===== config.mk =====
export PLATFORM = sky130hd
export DESIGN_NAME = dns_a_record_address_extract
export DESIGN_NICKNAME = d
export VERILOG_FILES = /design/src/sv/dnsa_pkg.sv /design/src/sv/dnsa_parser.sv /design/src/sv/dns_a_record_address_extract.sv
export SDC_FILE = /design/constraint.sdc
export NUM_CORES = 1
export LEC_CHECK = 0
export ABC_AREA = 1
export BUFFER_PORTS_ARGS = -buffer_cell sky130_fd_sc_hd__buf_4
export CORE_MARGIN = 2
export CORE_UTILIZATION = 40
export CTS_CLUSTER_DIAMETER = 120
export DETAILED_ROUTE_END_ITERATION = 6
export GPL_TIMING_DRIVEN = 0
export PLACE_DENSITY = 0.55
export SLEW_MARGIN = 0
export SYNTH_ARGS = -nofsm -noshare
export SYNTH_HDL_FRONTEND = slang
export SYNTH_SLANG_ARGS = --single-unit

===== constraint.sdc =====
create_clock -name clk -period 5.9 [get_ports clk]
set_input_delay 0.59 -clock clk [delete_from_list [all_inputs] [get_ports clk]]
set_output_delay 0.59 -clock clk [all_outputs]
set_load 0.01 [all_outputs]

===== src/sv/dnsa_pkg.sv =====
// ----------------------------------------------------------------------------
// dnsa_pkg
// Shared constants and types for the DNS A-record address extractor.
// ----------------------------------------------------------------------------
`default_nettype none

package dnsa_pkg;

  localparam int HEADER_BYTES  = 12;
  localparam int Q_FIXED_BYTES = 4;
  localparam int A_FIXED_BYTES = 10;
  localparam int ADDR_BYTES    = 4;

  localparam int SKIP_W = 4;

  // Last count value of each fixed-length run of bytes.
  localparam logic [SKIP_W-1:0] HDR_LAST    = SKIP_W'(HEADER_BYTES - 1);
  localparam logic [SKIP_W-1:0] QFIXED_LAST = SKIP_W'(Q_FIXED_BYTES - 1);
  localparam logic [SKIP_W-1:0] AFIXED_LAST = SKIP_W'(A_FIXED_BYTES - 1);
  localparam logic [SKIP_W-1:0] ADDR_LAST   = SKIP_W'(ADDR_BYTES - 1);

  localparam logic [1:0] PTR_MARK = 2'b11;

  localparam logic STATUS_OK    = 1'b0;
  localparam logic STATUS_TRUNC = 1'b1;

  typedef struct packed {
    logic [31:0] ip_address;
    logic        status;
  } dnsa_result_t;

endpackage

`default_nettype wire


===== src/sv/dnsa_parser.sv =====
// ----------------------------------------------------------------------------
// dnsa_parser
// Byte-wise walk of a DNS response up to the first answer's IPv4 address.
// ----------------------------------------------------------------------------
`default_nettype none

module dnsa_parser (
  input  wire logic                  clk,
  input  wire logic                  rst_n,
  input  wire logic                  step,
  input  wire logic [7:0]            data_byte,
  input  wire logic                  end_of_message,
  output logic                       res_valid,
  output dnsa_pkg::dnsa_result_t     res
);

  import dnsa_pkg::*;

  typedef enum logic [3:0] {
    PH_HEADER,
    PH_QLEN,
    PH_QLABEL,
    PH_QFIXED,
    PH_ANAME,
    PH_APTR,
    PH_ALABEL,
    PH_ALEN,
    PH_AFIXED,
    PH_ADDR,
    PH_DONE
  } phase_t;

  phase_t              phase_r, phase_nxt;
  logic [SKIP_W-1:0]   skip_r, skip_nxt;
  logic [7:0]          label_r, label_nxt;
  logic [23:0]         acc_r, acc_nxt;
  logic                given_r, given_nxt;
  logic                hit_addr, hit_err;
  logic [7:0]          label_dec;

  assign label_dec = label_r - 8'd1;

  always_comb begin
    phase_nxt = phase_r;
    skip_nxt  = skip_r;
    label_nxt = label_r;
    acc_nxt   = acc_r;
    given_nxt = given_r;
    hit_addr  = 1'b0;
    hit_err   = 1'b0;

    case (phase_r)
      PH_HEADER: begin
        skip_nxt = skip_r + 1'b1;
        if (skip_r == HDR_LAST) begin
          skip_nxt  = '0;
          phase_nxt = PH_QLEN;
        end
      end
      PH_QLEN: begin
        if (data_byte == 8'd0) begin
          skip_nxt  = '0;
          phase_nxt = PH_QFIXED;
        end else begin
          label_nxt = data_byte;
          phase_nxt = PH_QLABEL;
        end
      end
      PH_QLABEL: begin
        label_nxt = label_dec;
        if (label_dec == 8'd0) phase_nxt = PH_QLEN;
      end
      PH_QFIXED: begin
        skip_nxt = skip_r + 1'b1;
        if (skip_r == QFIXED_LAST) begin
          skip_nxt  = '0;
          phase_nxt = PH_ANAME;
        end
      end
      PH_ANAME: begin
        // Any first byte with both top bits set opens a compression pointer.
        if (data_byte[7:6] == PTR_MARK) begin
          phase_nxt = PH_APTR;
        end else if (data_byte == 8'd0) begin
          skip_nxt  = '0;
          phase_nxt = PH_AFIXED;
        end else begin
          label_nxt = data_byte;
          phase_nxt = PH_ALABEL;
        end
      end
      PH_APTR: begin
        skip_nxt  = '0;
        phase_nxt = PH_AFIXED;
      end
      PH_ALABEL: begin
        label_nxt = label_dec;
        if (label_dec == 8'd0) phase_nxt = PH_ALEN;
      end
      PH_ALEN: begin
        if (data_byte == 8'd0) begin
          skip_nxt  = '0;
          phase_nxt = PH_AFIXED;
        end else begin
          label_nxt = data_byte;
          phase_nxt = PH_ALABEL;
        end
      end
      PH_AFIXED: begin
        skip_nxt = skip_r + 1'b1;
        if (skip_r == AFIXED_LAST) begin
          skip_nxt  = '0;
          phase_nxt = PH_ADDR;
        end
      end
      PH_ADDR: begin
        // Only the first three octets are kept; the fourth is the byte in hand.
        acc_nxt  = {acc_r[15:0], data_byte};
        skip_nxt = skip_r + 1'b1;
        if (skip_r == ADDR_LAST) begin
          hit_addr  = 1'b1;
          given_nxt = 1'b1;
          skip_nxt  = '0;
          phase_nxt = PH_DONE;
        end
      end
      default: begin
      end
    endcase

    if (end_of_message) begin
      hit_err   = ~given_nxt;
      phase_nxt = PH_HEADER;
      skip_nxt  = '0;
      label_nxt = '0;
      given_nxt = 1'b0;
    end
  end

  assign res_valid      = hit_addr | hit_err;
  assign res.ip_address = hit_err ? 32'd0 : {acc_r, data_byte};
  assign res.status     = hit_err ? STATUS_TRUNC : STATUS_OK;

  always_ff @(posedge clk) begin
    if (!rst_n) begin
      phase_r <= PH_HEADER;
      skip_r  <= '0;
      label_r <= '0;
      given_r <= 1'b0;
    end else if (step) begin
      phase_r <= phase_nxt;
      skip_r  <= skip_nxt;
      label_r <= label_nxt;
      given_r <= given_nxt;
    end
  end

  always_ff @(posedge clk) begin
    if (step) begin
      acc_r <= acc_nxt;
    end
  end

endmodule

`default_nettype wire


===== src/sv/dns_a_record_address_extract.sv =====
// ----------------------------------------------------------------------------
// dns_a_record_address_extract
// Extracts the IPv4 address of the first answer from a byte-wide DNS response.
// ----------------------------------------------------------------------------
// Bytes of a DNS response enter one per cycle, with end_of_message marking the
// last byte. Each transfer lands in an input register and is parsed from there
// into an output register, so a byte enters every cycle while the result side
// keeps up; the only hold-off is a pending result that out_ready has not yet
// taken. One result leaves per message: the address with status 0 when four
// data bytes of the first answer were seen, otherwise status 1 and address 0
// on the final byte.
`default_nettype none

module dns_a_record_address_extract (
  input  wire logic        clk,
  input  wire logic        rst_n,
  input  wire logic        in_valid,
  output logic             in_ready,
  input  wire logic [7:0]  in_data_byte,
  input  wire logic        in_end_of_message,
  output logic             out_valid,
  input  wire logic        out_ready,
  output logic [31:0]      out_ip_address,
  output logic             out_status
);

  import dnsa_pkg::*;

  logic         in_valid_r;
  logic [7:0]   byte_r;
  logic         eom_r;
  logic         out_valid_r;
  dnsa_result_t out_r;
  logic         res_valid;
  dnsa_result_t res;
  logic         advance;

  // A byte that yields no result may pass even while the output is full.
  assign advance  = in_valid_r & (~res_valid | ~out_valid_r | out_ready);
  assign in_ready = ~in_valid_r | advance;

  dnsa_parser u_parser (
    .clk            (clk),
    .rst_n          (rst_n),
    .step           (advance),
    .data_byte      (byte_r),
    .end_of_message (eom_r),
    .res_valid      (res_valid),
    .res            (res)
  );

  always_ff @(posedge clk) begin
    if (!rst_n) begin
      in_valid_r  <= 1'b0;
      out_valid_r <= 1'b0;
    end else begin
      if (in_ready) in_valid_r <= in_valid;
      if (advance && res_valid) begin
        out_valid_r <= 1'b1;
      end else if (out_ready) begin
        out_valid_r <= 1'b0;
      end
    end
  end

  always_ff @(posedge clk) begin
    if (in_ready && in_valid) begin
      byte_r <= in_data_byte;
      eom_r  <= in_end_of_message;
    end
    if (advance && res_valid) begin
      out_r <= res;
    end
  end

  assign out_valid      = out_valid_r;
  assign out_ip_address = out_r.ip_address;
  assign out_status     = out_r.status;

endmodule

`default_nettype wire


==> report_table.html <==
<table>
<tr><th>Metric</th><th>Value</th></tr>
<tr><th colspan="2">Timing</th></tr>
<tr><td>Final min period</td><td>2.512 ns</td></tr>
<tr><td>Total negative slack for setup checks</td><td>0 ns</td></tr>
<tr><td>Tightest slew margin relative to the limit</td><td>0.1482</td></tr>
<tr><td>Final setup viols</td><td>0</td></tr>
<tr><td>Fraction of the cycle the final worst path needs</td><td>0.4257</td></tr>
<tr><td>Slew of the pin with the lowest slew margin</td><td>1.276 ns</td></tr>
<tr><td>Final Hold Vio Count</td><td>0</td></tr>
<tr><td>Setup Skew</td><td>0.01219 ns</td></tr>
<tr><td>Max-slew violation total from the final report</td><td>0</td></tr>
<tr><td>Max Clk Rate</td><td>398.1 MHz</td></tr>
<tr><td>Setup repair after global routing missed its margin</td><td>no</td></tr>
<tr><th colspan="2">Global routing</th></tr>
<tr><td>Wire length of the first global-routing pass</td><td>11.54 mm</td></tr>
<tr><td>Via count of the first global-routing pass</td><td>2534</td></tr>
<tr><td>Remaining global-route overflow</td><td>0</td></tr>
<tr><td>Largest net degree at the start of global routing</td><td>35</td></tr>
<tr><td>Total global routing track utilization</td><td>0.1462</td></tr>
<tr><td>Initial antenna violation count</td><td>0</td></tr>
<tr><th colspan="2">Clock network</th></tr>
<tr><td>CTS tree</td><td>built</td></tr>
<tr><td>Clk sinks</td><td>85</td></tr>
<tr><td>Cts-stage hold buffer count</td><td>0</td></tr>
<tr><td>CTS buffer count</td><td>9</td></tr>
<tr><td>Setup repair bufs after CTS</td><td>0</td></tr>
<tr><td>CTS clock-pin slew for the worst setup and hold paths</td><td>0.09 ns</td></tr>
<tr><td>Skew-Pair Late Insertion Delay</td><td>0.35 ns</td></tr>
<tr><td>Root cell of the clock tree</td><td>sky130_fd_sc_hd__clkbuf_8</td></tr>
<tr><td>H-Tree Level Count</td><td>3</td></tr>
<tr><td>PostCTS Resize Cnt</td><td>0</td></tr>
<tr><td>Maximum buffer depth of the clock tree</td><td>2</td></tr>
<tr><th colspan="2">Setup path</th></tr>
<tr><td>CP max FO</td><td>34</td></tr>
<tr><td>Longest individual stage delay on the worst path</td><td>0.91 ns</td></tr>
<tr><td>Required arrival time at the worst endpoint</td><td>5.86 ns</td></tr>
<tr><td>Class of the most critical setup path</td><td>flip-flop to flip-flop</td></tr>
<tr><td>Cells along the critical path</td><td>ha_1 -&gt; nand2_1 -&gt; nor2_1 -&gt; nand2_4 -&gt; o21ai_4 -&gt; nand2_4 -&gt; nand2_4 -&gt; inv_2 -&gt; nand2_1 -&gt; inv_1</td></tr>
<tr><td>Element type at the critical path end</td><td>flip-flop</td></tr>
<tr><td>Slowest cell on the critical path</td><td>sky130_fd_sc_hd__inv_1</td></tr>
<tr><td>Nature of the critical path startpoint</td><td>flip-flop</td></tr>
<tr><td>Worst path arrival time</td><td>2.47 ns</td></tr>
<tr><td>Dominant cell type by count on the critical path</td><td>sky130_fd_sc_hd__nand2_4</td></tr>
<tr><td>Register-to-Register Path Depth</td><td>10</td></tr>
<tr><th colspan="2">Yosys</th></tr>
<tr><td>Largest cells by area after synthesis</td><td>sky130_fd_sc_hd__edfxtp_1 52%, sky130_fd_sc_hd__dfxtp_1 10%, sky130_fd_sc_hd__nand2_1 8.7%</td></tr>
<tr><td>Share of the synthesized area in compound gates (AO/OA/AOI/OAI)</td><td>0.06320</td></tr>
<tr><td>Yosys reg bits</td><td>85</td></tr>
<tr><td>Area fraction of the dominant cell type after synthesis</td><td>0.5214</td></tr>
<tr><td>Synth Instances</td><td>394</td></tr>
<tr><td>Yosys cell types</td><td>30</td></tr>
<tr><td>Net count after synthesis</td><td>411</td></tr>
<tr><td>Simple logic cell fraction of the synthesized area</td><td>0.2189</td></tr>
<tr><td>Number of flops mapped to enable cells by yosys</td><td>66</td></tr>
<tr><td>Multiplexer fraction of the synthesized cell area</td><td>0</td></tr>
<tr><td>Synthesis warning total</td><td>0</td></tr>
<tr><td>Ys flop type</td><td>sky130_fd_sc_hd__edfxtp_1</td></tr>
<tr><td>Register area share after synthesis</td><td>0.6215</td></tr>
<tr><td>Average cell area after synthesis</td><td>9.648 µm²</td></tr>
<tr><td>Xor and xnor fraction of the mapped netlist area</td><td>0.004608</td></tr>
<tr><td>Async SR Flop Fraction</td><td>0</td></tr>
<tr><td>Synthesized-area fraction occupied by adder cells</td><td>0.01317</td></tr>
<tr><td>Cell type with the largest total area after synthesis</td><td>sky130_fd_sc_hd__edfxtp_1</td></tr>
<tr><td>Largest family of logic cells by synthesized area</td><td>simple AND/OR/NAND/NOR gates</td></tr>
<tr><td>Netlist Area Pre-Place</td><td>0.003801 mm²</td></tr>
<tr><th colspan="2">Routing</th></tr>
<tr><td>Detail-routed via count per cell</td><td>4.459</td></tr>
<tr><td>Starting DRC count in detailed routing</td><td>70</td></tr>
<tr><td>Vias</td><td>2613</td></tr>
<tr><td>Number of remaining DRC errors</td><td>0</td></tr>
<tr><td>Wire length after detailed routing</td><td>6.910 mm</td></tr>
<tr><td>DR WL/cell</td><td>11.79 µm</td></tr>
<tr><td>Pre-antenna DRT Iters</td><td>4</td></tr>
<tr><td>Antenna Violating Nets Remaining</td><td>0</td></tr>
<tr><th colspan="2">Cells and area</th></tr>
<tr><td>Filler instances</td><td>843</td></tr>
<tr><td>Final Net Count</td><td>469</td></tr>
<tr><td>Final Instance Area</td><td>0.004526 mm²</td></tr>
<tr><td>Layout overhead on the synthesized area</td><td>19.06%</td></tr>
<tr><td>Share of layout cells above drive strength 1</td><td>0.2079</td></tr>
<tr><td>Ant diodes</td><td>0</td></tr>
<tr><th colspan="2">Worst hold path</th></tr>
<tr><td>Worst min-delay path category</td><td>input pin to flip-flop</td></tr>
<tr><td>Worst hold path cell count</td><td>1</td></tr>
<tr><th colspan="2">Floorplan</th></tr>
<tr><td>Starting Density</td><td>0.4114</td></tr>
<tr><td>Die Wd</td><td>101.5 µm</td></tr>
<tr><td>Std cell rows</td><td>35</td></tr>
<tr><td>Die Footprint</td><td>0.01030 mm²</td></tr>
<tr><td>IO Pins</td><td>48</td></tr>
<tr><td>Core area</td><td>0.009240 mm²</td></tr>
<tr><td>Die Height</td><td>101.5 µm</td></tr>
<tr><th colspan="2">Run</th></tr>
<tr><td>Number of max-cap violations</td><td>0</td></tr>
<tr><th colspan="2">Pwr</th></tr>
<tr><td>Total net switching power</td><td>0.3308 mW</td></tr>
<tr><td>Cell Int Power</td><td>0.9218 mW</td></tr>
<tr><td>Combinational power share</td><td>0.120</td></tr>
<tr><td>LEAKAGE</td><td>2.040 nW</td></tr>
<tr><td>Switching share of power</td><td>0.2641</td></tr>
<tr><td>Portion of total power attributed to the clock network</td><td>0.335</td></tr>
<tr><td>Power per cell area</td><td>276.8 mW/mm²</td></tr>
<tr><td>Worst-case vdd ir drop</td><td>0.0001113 V</td></tr>
<tr><td>Register share of total power</td><td>0.545</td></tr>
<tr><th colspan="2">Placement</th></tr>
<tr><td>Gpl congestion</td><td>0.8776</td></tr>
<tr><td>Estimated wirelength of the detail-placed design</td><td>5.044 mm</td></tr>
<tr><td>Port Buffer Count</td><td>46</td></tr>
<tr><td>Instance area at placement</td><td>0.004325 mm²</td></tr>
<tr><th colspan="2">Outcome</th></tr>
<tr><td>Run status</td><td>finished clean</td></tr>
</table>
[final cells by class]
cell class                 count  area, µm²  share of cell area
clock buffer                  10      127.6             0.02820
buffer                         5      23.77            0.005253
timing repair buffer          47      360.3             0.07962
inverter                      69      275.3             0.06082
sequential                    85       2362              0.5220
clock inverter                 6      72.57             0.01604
multi-input combinational    235       1142              0.2524
tap                          129      161.4             0.03566
[power by group through the flow]
stage                     clock network, mW  registers, mW  logic (mW)
after detailed placement                  0          0.696       0.152
after floorplan                           0          0.695       0.109
final                                 0.420          0.682       0.151
after global routing                  0.451          0.686       0.175
after global placement                    0          0.696       0.150
after CTS                             0.430          0.683       0.152
[cell usage after synthesis (5+ instances only)]
cell and n:
sky130_fd_sc_hd__a21oi_1 14, sky130_fd_sc_hd__dfxtp_1 19, sky130_fd_sc_hd__edfxtp_1 66, sky130_fd_sc_hd__inv_1 62
sky130_fd_sc_hd__inv_2 5, sky130_fd_sc_hd__nand2_1 88, sky130_fd_sc_hd__nand2_2 6, sky130_fd_sc_hd__nand3_1 21
sky130_fd_sc_hd__nor2_1 57, sky130_fd_sc_hd__o21ai_0 11, sky130_fd_sc_hd__o21ai_1 9
[cells in the final DEF (no fill, tap or decap), types with 5 or more instances in the layout]
cell type                  count
sky130_fd_sc_hd__edfxtp_1     66
sky130_fd_sc_hd__buf_4        46
sky130_fd_sc_hd__nor2_1       56
sky130_fd_sc_hd__inv_2         5
sky130_fd_sc_hd__a21oi_1      14
sky130_fd_sc_hd__nand2_2       6
sky130_fd_sc_hd__inv_1        62
sky130_fd_sc_hd__nand3_1      21
sky130_fd_sc_hd__o21ai_0      11
sky130_fd_sc_hd__o21ai_1       9
sky130_fd_sc_hd__nand2_1      88
sky130_fd_sc_hd__nor2_2        5
sky130_fd_sc_hd__dfxtp_1      19
sky130_fd_sc_hd__clkbuf_8      9
[state kept, by name, indices dropped and copies added, names as in the netlist]
signal and count:
u_parser.label_r 8, out_ip_address 32, u_parser.skip_r 4, u_parser.phase_r 4, in_valid_r 1, out_status 1, byte_r 8, u_parser.acc_r 24
out_valid 1, eom_r 1, u_parser.given_r 1
[critical path: cells and delay by family (launching register included)]
kind / cells / cell delay (ns)
compound gates: 1 / 0.07
fa+ha+maj: 1 / 0.25
buf+inv: 2 / 1.00
flops: 1 / 0.35
simple gates: 6 / 0.44
[per-stage QoR]
stage	std cells	power, mW	setup WS (ns)	hold slack (ns)	util
4_1_cts	586	1.265	3.299	0.3924	0.4898
6_report	586	1.253	3.388	0.4068	0.4898
5_1_grt	586	1.312	3.140	0.3892	0.4898
3_3_place_gp	569	0.8458	2.941	0.4300	0.4662
2_1_floorplan	394	0.8035	3.504	0.4268	-
3_5_place_dp	570	0.8481	3.326	0.4340	0.4681
[final timing paths]
check	end	slack [ns]	from
hold reg to reg	u_parser.acc_r[8]	0.45	u_parser.acc_r[0]
setup / recovery	out_ip_address[23]	3.39	u_parser.skip_r[0]
setup reg to reg	out_ip_address[23]	3.39	u_parser.skip_r[0]
hold / removal	byte_r[7]	0.41	in_data_byte[7]
[routing by layer]
layer,routed length (µm),GRT usage,up-vias
met3,279,0.02761,11
met2,3272,0.2420,61
met1,3189,0.1838,1156
met4,169,0.07380,0
met5,0,0,-
li1,-,-,1385
[kinds of logic (layout without fill, tap and decap cells)]
| family | count (synthesis) | after routing |
|---|---|---|
| compound gates | 40 | 40 |
| buf+inv | 74 | 137 |
| simple gates | 189 | 189 |
| fa+ha+maj | 4 | 4 |
| xor+xnor | 2 | 2 |
| flops | 85 | 85 |
No activity file was read; power rests on OpenSTA's default activity.
